--- src/rtl/core/opd_pkg.sv ---
// Shared constants and register indexes for the optical preamble detector.
`default_nettype none

package opd_pkg;

  localparam int DECAY_W    = 8;
  localparam int TOL_W      = 13;
  localparam int INTERVAL_W = 15;
  localparam int TIME_W     = 32;
  localparam int CFG_ADDR_W = 2;
  localparam int CFG_DATA_W = 15;
  localparam int RING_DEPTH = 4;
  localparam int RING_PTR_W = 2;

  // Full-scale filter weight: old and new weights add up to this.
  localparam logic [DECAY_W:0] WEIGHT_ONE = 9'd256;

  localparam logic [INTERVAL_W-1:0] INTERVAL_SAT = 15'h7fff;

  localparam logic [CFG_ADDR_W-1:0] REG_DECAY_WEIGHT = 2'd0;
  localparam logic [CFG_ADDR_W-1:0] REG_TOLERANCE    = 2'd1;
  localparam logic [CFG_ADDR_W-1:0] REG_MIN_INTERVAL = 2'd2;
  localparam logic [CFG_ADDR_W-1:0] REG_MAX_INTERVAL = 2'd3;

  localparam logic [DECAY_W-1:0]    DECAY_RESET = 8'd192;
  localparam logic [TOL_W-1:0]      TOL_RESET   = 13'd10;
  localparam logic [INTERVAL_W-1:0] MIN_RESET   = 15'd50;
  localparam logic [INTERVAL_W-1:0] MAX_RESET   = 15'd500;

endpackage

`default_nettype wire

--- src/rtl/core/opd_filter.sv ---
// First-order exponential smoothing of one ADC channel.
`default_nettype none

module opd_filter #(
  parameter int ADC_BITS = 10
) (
  input  logic [ADC_BITS-1:0]        smooth_i,
  input  logic [ADC_BITS-1:0]        sample_i,
  input  logic [opd_pkg::DECAY_W-1:0] weight_i,
  output logic [ADC_BITS-1:0]        smooth_o
);
  import opd_pkg::*;

  localparam int ProdW = ADC_BITS + DECAY_W + 1;

  logic [DECAY_W:0] inv_weight;
  logic [ProdW-1:0] old_term;
  logic [ProdW-1:0] new_term;
  logic [ProdW-1:0] total;

  always_comb begin
    inv_weight = WEIGHT_ONE - {1'b0, weight_i};
    old_term   = ProdW'(smooth_i) * ProdW'(weight_i);
    new_term   = ProdW'(sample_i) * ProdW'(inv_weight);
    // weights sum to 256, so the total never exceeds full scale << 8
    total      = old_term + new_term;
    smooth_o   = total[DECAY_W +: ADC_BITS];
  end

endmodule

`default_nettype wire

--- src/rtl/core/optical_preamble_detector_top.sv ---
// Top level of the optical preamble detector: input register, filters, interval ring.
//
// Usage: one word on the slave stream carries a pair of phototransistor ADC
// samples and a millisecond timestamp; the master stream returns one word for
// each, giving the phase, whether the phase flipped, the interval since the
// previous flip (zero when no flip) and the preamble flag.
// Settings are written through the plain write port (cfg_we_i, cfg_addr_i,
// cfg_wdata_i) while the stream is idle.
// Timing: an accepted word is captured in the input register, then worked through
// both filters and the ring update into the result register, which drives the
// master side; one word per cycle sustained while m_axis_tready_i is high. The rate
// is set by the filter state loop, which is combinational between its registers.
// Stalls: while m_axis_tready_i is low the result holds; the input register
// still takes one more word, then s_axis_tready_o drops until the result drains.
// Reset: filters, phase, preamble flag, ring, pointer and flip time clear to
// zero, settings return to their defaults, and both streams show no word.
`default_nettype none

module optical_preamble_detector_top #(
  parameter int ADC_BITS = 10
) (
  input  logic                              clk_i,
  input  logic                              rst_ni,
  // sample_a, sample_b, time_ms, zero pad
  input  logic [((2*ADC_BITS+32+7)/8)*8-1:0] s_axis_tdata_i,
  input  logic                              s_axis_tvalid_i,
  output logic                              s_axis_tready_o,
  // phase_now, edge_seen, edge_interval, preamble_found, zero pad
  output logic [23:0]                       m_axis_tdata_o,
  output logic                              m_axis_tvalid_o,
  input  logic                              m_axis_tready_i,
  input  logic                              cfg_we_i,
  input  logic [opd_pkg::CFG_ADDR_W-1:0]    cfg_addr_i,
  input  logic [opd_pkg::CFG_DATA_W-1:0]    cfg_wdata_i
);
  import opd_pkg::*;

  localparam int OutPayloadW = 3 + INTERVAL_W;

  // settings
  logic [DECAY_W-1:0]    decay_q;
  logic [TOL_W-1:0]      tol_q;
  logic [INTERVAL_W-1:0] min_q;
  logic [INTERVAL_W-1:0] max_q;

  // input register
  logic                in_valid_q;
  logic [ADC_BITS-1:0] in_a_q;
  logic [ADC_BITS-1:0] in_b_q;
  logic [TIME_W-1:0]   in_time_q;

  // detector state
  logic [ADC_BITS-1:0]   smooth_a_q, smooth_a_d;
  logic [ADC_BITS-1:0]   smooth_b_q, smooth_b_d;
  logic                  phase_q;
  logic                  preamble_q, preamble_d;
  logic [INTERVAL_W-1:0] ring_q [RING_DEPTH];
  logic [INTERVAL_W-1:0] ring_d [RING_DEPTH];
  logic [RING_PTR_W-1:0] ptr_q;
  logic [TIME_W-1:0]     flip_time_q;

  // result register
  logic                   out_valid_q;
  logic [OutPayloadW-1:0] out_data_q;

  logic                  fire;
  logic                  new_phase;
  logic                  flip;
  logic [TIME_W-1:0]     elapsed;
  logic [INTERVAL_W-1:0] interval;
  logic [INTERVAL_W-1:0] diff [RING_DEPTH];
  logic [INTERVAL_W+1:0] diff_sum;
  logic [INTERVAL_W-1:0] oldest;
  logic [RING_PTR_W-1:0] ptr_next;

  assign fire            = in_valid_q && (!out_valid_q || m_axis_tready_i);
  assign s_axis_tready_o = !in_valid_q || fire;

  assign m_axis_tvalid_o = out_valid_q;
  assign m_axis_tdata_o  = {(24 - OutPayloadW)'(0), out_data_q};

  opd_filter #(.ADC_BITS(ADC_BITS)) u_filter_a (
    .smooth_i (smooth_a_q),
    .sample_i (in_a_q),
    .weight_i (decay_q),
    .smooth_o (smooth_a_d)
  );

  opd_filter #(.ADC_BITS(ADC_BITS)) u_filter_b (
    .smooth_i (smooth_b_q),
    .sample_i (in_b_q),
    .weight_i (decay_q),
    .smooth_o (smooth_b_d)
  );

  always_comb begin
    new_phase = smooth_a_d < smooth_b_d;
    flip      = new_phase != phase_q;
    elapsed   = in_time_q - flip_time_q;
    interval  = (elapsed > TIME_W'(INTERVAL_SAT)) ? INTERVAL_SAT : elapsed[INTERVAL_W-1:0];
    ptr_next  = ptr_q + RING_PTR_W'(1);

    for (int i = 0; i < RING_DEPTH; i++) begin
      ring_d[i] = (ptr_q == RING_PTR_W'(i)) ? interval : ring_q[i];
    end

    // cyclic neighbour spread over the updated ring
    for (int i = 0; i < RING_DEPTH; i++) begin
      diff[i] = (ring_d[i] > ring_d[(i + 1) % RING_DEPTH])
              ? ring_d[i] - ring_d[(i + 1) % RING_DEPTH]
              : ring_d[(i + 1) % RING_DEPTH] - ring_d[i];
    end
    diff_sum = (INTERVAL_W+2)'(diff[0]) + (INTERVAL_W+2)'(diff[1])
             + (INTERVAL_W+2)'(diff[2]) + (INTERVAL_W+2)'(diff[3]);

    oldest     = ring_d[ptr_next];
    preamble_d = (oldest >= min_q) && (oldest <= max_q)
              && (diff_sum <= (INTERVAL_W+2)'({tol_q, 2'b00}));
  end

  always_ff @(posedge clk_i or negedge rst_ni) begin
    if (!rst_ni) begin
      decay_q <= DECAY_RESET;
      tol_q   <= TOL_RESET;
      min_q   <= MIN_RESET;
      max_q   <= MAX_RESET;
    end else if (cfg_we_i) begin
      unique case (cfg_addr_i)
        REG_DECAY_WEIGHT: decay_q <= cfg_wdata_i[DECAY_W-1:0];
        REG_TOLERANCE:    tol_q   <= cfg_wdata_i[TOL_W-1:0];
        REG_MIN_INTERVAL: min_q   <= cfg_wdata_i[INTERVAL_W-1:0];
        REG_MAX_INTERVAL: max_q   <= cfg_wdata_i[INTERVAL_W-1:0];
        default: ;
      endcase
    end
  end

  always_ff @(posedge clk_i or negedge rst_ni) begin
    if (!rst_ni) begin
      in_valid_q <= 1'b0;
    end else if (s_axis_tready_o) begin
      in_valid_q <= s_axis_tvalid_i;
    end
  end

  always_ff @(posedge clk_i) begin
    if (s_axis_tready_o && s_axis_tvalid_i) begin
      in_a_q    <= s_axis_tdata_i[ADC_BITS-1:0];
      in_b_q    <= s_axis_tdata_i[2*ADC_BITS-1:ADC_BITS];
      in_time_q <= s_axis_tdata_i[2*ADC_BITS +: TIME_W];
    end
  end

  always_ff @(posedge clk_i or negedge rst_ni) begin
    if (!rst_ni) begin
      smooth_a_q  <= '0;
      smooth_b_q  <= '0;
      phase_q     <= 1'b0;
      preamble_q  <= 1'b0;
      ptr_q       <= '0;
      flip_time_q <= '0;
      for (int i = 0; i < RING_DEPTH; i++) begin
        ring_q[i] <= '0;
      end
    end else if (fire) begin
      smooth_a_q <= smooth_a_d;
      smooth_b_q <= smooth_b_d;
      if (flip) begin
        phase_q     <= new_phase;
        preamble_q  <= preamble_d;
        ptr_q       <= ptr_next;
        flip_time_q <= in_time_q;
        for (int i = 0; i < RING_DEPTH; i++) begin
          ring_q[i] <= ring_d[i];
        end
      end
    end
  end

  always_ff @(posedge clk_i or negedge rst_ni) begin
    if (!rst_ni) begin
      out_valid_q <= 1'b0;
    end else if (fire) begin
      out_valid_q <= 1'b1;
    end else if (m_axis_tready_i) begin
      out_valid_q <= 1'b0;
    end
  end

  always_ff @(posedge clk_i) begin
    if (fire) begin
      out_data_q <= {flip ? preamble_d : preamble_q,
                     flip ? interval : INTERVAL_W'(0),
                     flip,
                     new_phase};
    end
  end

endmodule

`default_nettype wire
--- config.mk ---
export PLATFORM = sky130hd
export DESIGN_NAME = optical_preamble_detector_top
export DESIGN_NICKNAME = d
export VERILOG_FILES = /design/src/rtl/core/opd_pkg.sv /design/src/rtl/core/opd_filter.sv /design/src/rtl/core/optical_preamble_detector_top.sv
export SDC_FILE = /design/constraint.sdc
export NUM_CORES = 2
export LEC_CHECK = 0
export BUFFER_PORTS_ARGS = -buffer_cell sky130_fd_sc_hd__buf_2
export CORE_UTILIZATION = 40
export CTS_CLUSTER_DIAMETER = 60
export CTS_CLUSTER_SIZE = 8
export DETAILED_ROUTE_END_ITERATION = 16
export SYNTH_ARGS = -nofsm -noshare
export SYNTH_HDL_FRONTEND = slang
export SYNTH_SLANG_ARGS = --single-unit
export TNS_END_PERCENT = 20
--- constraint.sdc ---
create_clock -name clk_i -period 28.4 [get_ports clk_i]
set_input_delay 2.84 -clock clk_i [delete_from_list [all_inputs] [get_ports clk_i]]
set_output_delay 2.84 -clock clk_i [all_outputs]
set_load 0.1 [all_outputs]
# Word-level counts from Yosys, hierarchy flattened
# Index checks and enable logic that the tools add are counted.
# W data, S select, Z words.
dict set report op_classes {
  addsub 16
  mul 4
  n_div 0
  magnitude_cmp 10
  eq_ne 7
  n_shift 0
  n_mux 15
  bitwise_logic 1
  n_reduce_logical 16
}
# op count
set op_table {}
lappend op_table {{$mux W15} 11}
lappend op_table {{$sub A15 B15 Y15} 8}
lappend op_table {{$gt A15 B15 Y1} 4}
lappend op_table {{$add A18 B18 Y18} 2}
lappend op_table {{$mul A10 B8 Y18} 2}
lappend op_table {{$mul A10 B9 Y18} 2}
lappend op_table {{$gt A32 B15 Y1 const B} 1}
lappend op_table {{$sub A32 B32 Y32} 1}
lappend op_table {{$bmux W15 S2} 1}
lappend op_table {{$add A16 B15 Y17} 1}
lappend op_table {{$add A17 B15 Y17} 1}
lappend op_table {{$le A17 B15 Y1} 1}
lappend op_table {{$add A15 B15 Y16} 1}
lappend op_table {{$ge A15 B15 Y1} 1}
lappend op_table {{$le A15 B15 Y1} 1}
lappend op_table {{$lt A10 B10 Y1} 1}
lappend op_table {{$reduce_and A2 Y1} 5}
lappend op_table {{$sub A9 B8 Y9 const A} 1}
lappend op_table {{$eq A2 B2 Y1 const B} 4}
lappend op_table {{$eq A2 B1 Y1 const B} 2}
lappend op_table {{$logic_and A1 B1 Y1} 4}
lappend op_table {{$logic_not A2 Y1} 2}
lappend op_table {{$ge A3 B3 Y1 const B} 1}
lappend op_table {{$mux W1} 3}
lappend op_table {{6 further kinds} 8}
dict set report totals {
  regBits 239
  latchBits 0
  ramBits 0
  romBits 0
  input_bits 78
  out_inout_bits 26
  wordCells 90
  n_memories 0
}

# Logic depth before layout (Yosys ltp)
dict set report depth {
  ltp_word 12
  ltp_mapped 54
  ltp_nobuf 52
}

# By module
# A second synthesis with hierarchy kept.
dict set report hier_totals {
  cells_unflattened 3601
  hier_area_um2 31657.9
}
# module instances cells_each area_per_inst_um2 seq_area_each_um2
set modules_own_cells {}
lappend modules_own_cells {optical_preamble_detector_top 1 2327 20701.1 6347.3}
lappend modules_own_cells {{opd_filter (u_filter_a)} 1 641 5512.8 0.0}
lappend modules_own_cells {{opd_filter (u_filter_b)} 1 633 5444.0 0.0}

# Worst setup path before layout
# OpenSTA, ideal clock, no wires.
dict set report synth_timing {
  kind {flip-flop to flip-flop}
  start {reg in_time_q[0]}
  end {reg out_data_q[17], data pin}
  setup_time_ns 0.130
  arrival_time_ns 10.691
  t_required_ns 28.270
  path_slack_ns 17.579
  path_stages_with_launch 51
  path_buffers 2
  period_less_slack_ns 10.821
  cell_sequence {edfxtp_1 inv_1 ha_1 inv_1 fa_1 a211oi_1 o21ai_1 nand3_1 a31oi_1 a41oi_2 xnor2_1 or3_1 buf_4 nor3_2 and2_1 nand2_1 o21ai_0 ha_1 [15 not listed] a21o_1 a21oi_1 o21bai_1 a21oi_1 o21bai_1 a21oi_1 nor2b_1 o21a_1 o21ai_0 nand2b_1 a21oi_1 xnor2_1 ha_1 nand4b_1 nor4_1 nor2_1 nor4b_1 mux2_2}
}
dict set report synth_between {
  elab_chain_cells 12
  word_cells_on_any_way 35
  cone_classes {add/sub (12); order compare (8); mux (13); reduce/logical (2)}
}
# element line
set synth_lines {}
lappend synth_lines {{start, declared} optical_preamble_detector_top.sv:50} ;# logic [TIME_W-1:0] in_time_q;
lappend synth_lines {{start signal, assigned} optical_preamble_detector_top.sv:150} ;# in_time_q <= s_axis_tdata_i[2*ADC_BITS +: TIME_W];
lappend synth_lines {{$sub A32 B32 Y32 *} optical_preamble_detector_top.sv:99} ;# elapsed = in_time_q - flip_time_q;
lappend synth_lines {{$gt A32 B15 Y1} optical_preamble_detector_top.sv:100} ;# interval = (elapsed > TIME_W'(INTERVAL_SAT)) ? INTERVAL_SAT : elapsed[INTERVAL_W-1:0];
lappend synth_lines {{$mux W15 *} optical_preamble_detector_top.sv:100}
lappend synth_lines {{$mux W15} optical_preamble_detector_top.sv:104} ;# ring_d[i] = (ptr_q == RING_PTR_W'(i)) ? interval : ring_q[i];
lappend synth_lines {{$sub A15 B15 Y15, or another cell as far along} optical_preamble_detector_top.sv:111} ;# : ring_d[(i + 1) % RING_DEPTH] - ring_d[i];
lappend synth_lines {{$mux W15} optical_preamble_detector_top.sv:110} ;# ? ring_d[i] - ring_d[(i + 1) % RING_DEPTH]
lappend synth_lines {{$add A15 B15 Y16} optical_preamble_detector_top.sv:113} ;# diff_sum = (INTERVAL_W+2)'(diff[0]) + (INTERVAL_W+2)'(diff[1])
lappend synth_lines {{$add A16 B15 Y17} optical_preamble_detector_top.sv:114} ;# + (INTERVAL_W+2)'(diff[2]) + (INTERVAL_W+2)'(diff[3]);
lappend synth_lines {{$add A17 B15 Y17} optical_preamble_detector_top.sv:114}
lappend synth_lines {{$le A17 B15 Y1} optical_preamble_detector_top.sv:118} ;# && (diff_sum <= (INTERVAL_W+2)'({tol_q, 2'b00}));
lappend synth_lines {{$logic_and A1 B1 Y1 *} optical_preamble_detector_top.sv:118}
lappend synth_lines {{$mux W1 *} n/a}
lappend synth_lines {{end signal, assigned} optical_preamble_detector_top.sv:192} ;# out_data_q <= {flip ? preamble_d : preamble_q,
lappend synth_lines {{end, declared} optical_preamble_detector_top.sv:64} ;# logic [OutPayloadW-1:0] out_data_q;
# Every way passes the cells marked *; elsewhere a longest branch is shown, timed or not. The select of a mux whose other input is x is not followed.
# A chain may end at the register's enable or synchronous reset.

==> reports/qor.txt <==
Starting DRT DRC Count: 1611
Antenna fix cells: 0
Leading cell types by count after synthesis: inv_1 (535), nand2_1 (476), ha_1 (317), fa_1 (288), o21ai_0 (187)
Fmax: 76.2 MHz
Arrival time worst endpoint: 13600 ps
Category of the worst setup path capture point: flop
Die Wd: 281 µm
Antenna-violating nets left: 0
Req. time, crit path: 28880 ps
DRC errors left: 0
CORE AREA: 76500 µm²
Instance count of the mapped netlist: 3553
Setup Viol. Count Final: 0
Post-route clock skew: 36.6 ps
Number of flip-flops and latches in the synthesized netlist: 239
Dpl hpwl: 71300 µm
Sort of element at the start of the critical path: flop
Cell area after synthesis: 31100 µm²
Detailed-route wire length per cell: 19.4 µm
Fraction of registers with async set/reset: 0.707
Initial antenna violation count: 3
First-pass GRT wire length: 144000 µm
Crit-path slowest cell: nor2_1
Setup Crit Path Kind: reg2reg
Worst-case setup margin in the final layout: 15280 ps
Library cells used by synthesis: 104
Cts bufs inserted: 44
Die Y-Extent: 281 µm
Buffer depth of the longest clock path: 3
Maximum fanout along the worst path: 14
Cell taking the most area after synthesis: fa_1
Number of filler instances in the final layout: 7595
Largest net degree at the start of global routing: 115
Syn-to-layout area delta: 9.47%
Final count of pins violating max slew: 0
Portion of synthesized cell area occupied by the leading cell type: 0.185
Cell types with the largest area share after synthesis: fa_1 (19%), ha_1 (13%), dfrtp_1 (13%)
Storage element area: 6350 µm²
Vias post-DR: 24700
CTS Sinks: 239
Min cycle time layout: 13120 ps
Most common cell in the netlist: inv_1
Number of vias per cell after detailed routing: 5.34
Effective utilization at floorplan: 0.407
Count of flip-flops with a built-in enable after synthesis: 70
Sum Neg Setup Slack: 0 ps
Leading register cell type out of synthesis: dfrtp_1
Maximum single-stage delay on the critical path: 740 ps
CTS HTree Levels: 2
Result of the run: finished clean
Number of global-route vias before repair: 25000
Cell repeated most along the worst path: a21oi_1
Count of synthesis-stage warnings from yosys: 0
Routability congestion estimate: 0.935
CTS resizes: 0
Post-CTS Setup Inserts: 0
Post-Place Worst Slack: 15480 ps
Worst rel slew slack: 0.0809
GRT Resource Usage Total: 0.236
Fin crit share: 0.462
Part of the Yosys area used for sequential elements: 0.204
Worst Hold Class: reg2reg
Total global routing overflow: 0
Number of top-level pins: 104
Sum of routed wire length over all layers: 89800 µm
Standard-cell rows: 101
Fraction of layout cells with a size suffix above 1: 0.0950
Post-Syn Area per Cell: 8.77 µm²
Area taken by multi-input logic gates: 22100 µm²
Clock tree from TritonCTS: built
Final hold violations: 0
Pre-antenna DRT Iters: 6
Number of buffers added to fix hold violations after cts: 0
MaxCap Viol Count: 0
Number of nets in the layout: 4248
Die area: 79000 µm²
Root buffer cell: clkbuf_16
Setup repair after global routing missed its margin: false
IO buf count: 93
Worst slew pin tran: 1370 ps
Clock Latency Late Sink: 610 ps
Clk slew on worst S/H paths: 50 ps
-- cell families after synthesis --
| group | after synthesis | share of synthesized area |
|---|---|---|
| buffers and inverters | 711 | 0.0883 |
| other | 1 | 0.000120 |
| multiplexers | 117 | 0.0460 |
| XOR/XNOR | 156 | 0.0439 |
| AO/OA/AOI/OAI | 702 | 0.147 |
| AND/OR/NAND/NOR | 1011 | 0.155 |
| flip-flops | 239 | 0.204 |
| adder cells (fa/ha/maj) | 616 | 0.316 |
-- path summary, 6_finish.rpt --
| path | start | endpoint | slack, ps | cells after the start |
|---|---|---|---|---|
| min reg2reg | ring_q[23] | ring_q[23] | 470 | 2 |
| max | in_time_q[0] | out_data_q[17] | 15280 | 49 |
| min | ring_q[23] | ring_q[23] | 470 | 2 |
| max reg2reg | in_time_q[0] | out_data_q[17] | 15280 | 49 |
| min in group asynchronous | rst_ni | ring_q[45] | 2300 | 1 |
| max in group asynchronous | rst_ni | ring_q[26] | 24510 | 2 |
-- metal layers --
layer	track usage	vias up	share of wire
met1	0.313	12100	0.45
li1	-	11900	-
met2	0.388	594	0.47
met3	0.0292	154	0.044
met4	0.0971	0	0.041
met5	0	-	0
-- critical path, delay by kind of cell, from the launching register on --
| family | cells | cell delay, ps |
|---|---|---|
| compound gates | 20 | 4760 |
| mux | 2 | 440 |
| xor+xnor | 3 | 600 |
| buf+inv | 5 | 610 |
| fa+ha+maj | 7 | 2890 |
| flops | 1 | 370 |
| simple gates | 12 | 3260 |
-- layout by cell type (no fill, tap or decap), types with 32 or more instances in the layout --
master	count
xor2_1	46
clkbuf_16	45
nand2_1	476
o21ai_0	187
buf_4	42
a211oi_1	32
inv_1	535
mux2_2	59
dfrtp_1	156
fa_1	288
edfxtp_1	70
a31oi_1	33
and2_1	137
mux2i_1	42
buf_2	92
ha_1	316
a21oi_1	145
xnor2_1	109
nor2_1	169
a21o_1	89
-- layout make-up --
type,count,area share
clock buffer,67,0.0363
multi-input combinational,2608,0.649
clock inverter,15,0.00829
tap,1030,0.0378
inverter,537,0.0591
timing repair buffer,135,0.0232
sequential,239,0.186
-- registers in the layout, indices dropped and copies added, names as in the netlist --
signal and count:
min_q 15, out_data_q 18, phase_q 1, in_valid_q 1
smooth_b_q 10, preamble_q 1, flip_time_q 32, in_a_q 10
ring_q 60, ptr_q 2, m_axis_tvalid_o 1, smooth_a_q 10
in_time_q 32, tol_q 13, decay_q 8, max_q 15
in_b_q 10
-- per-stage QoR --
stage / cells / instance area, µm² / utilization / hold slack, ps
floorplan: 3558 / 31200 / - / 442
detailed placement: 4549 / 32600 / 0.426 / 465
CTS: 4631 / 34100 / 0.446 / 476
global placement: 4549 / 32600 / 0.426 / 457
finish: 4631 / 34100 / 0.446 / 473
global route: 4631 / 34100 / 0.446 / 498
Power is left out: the tool's default activity adds up to more than one toggle a clock period on the data nets, which glitch-free logic cannot reach.
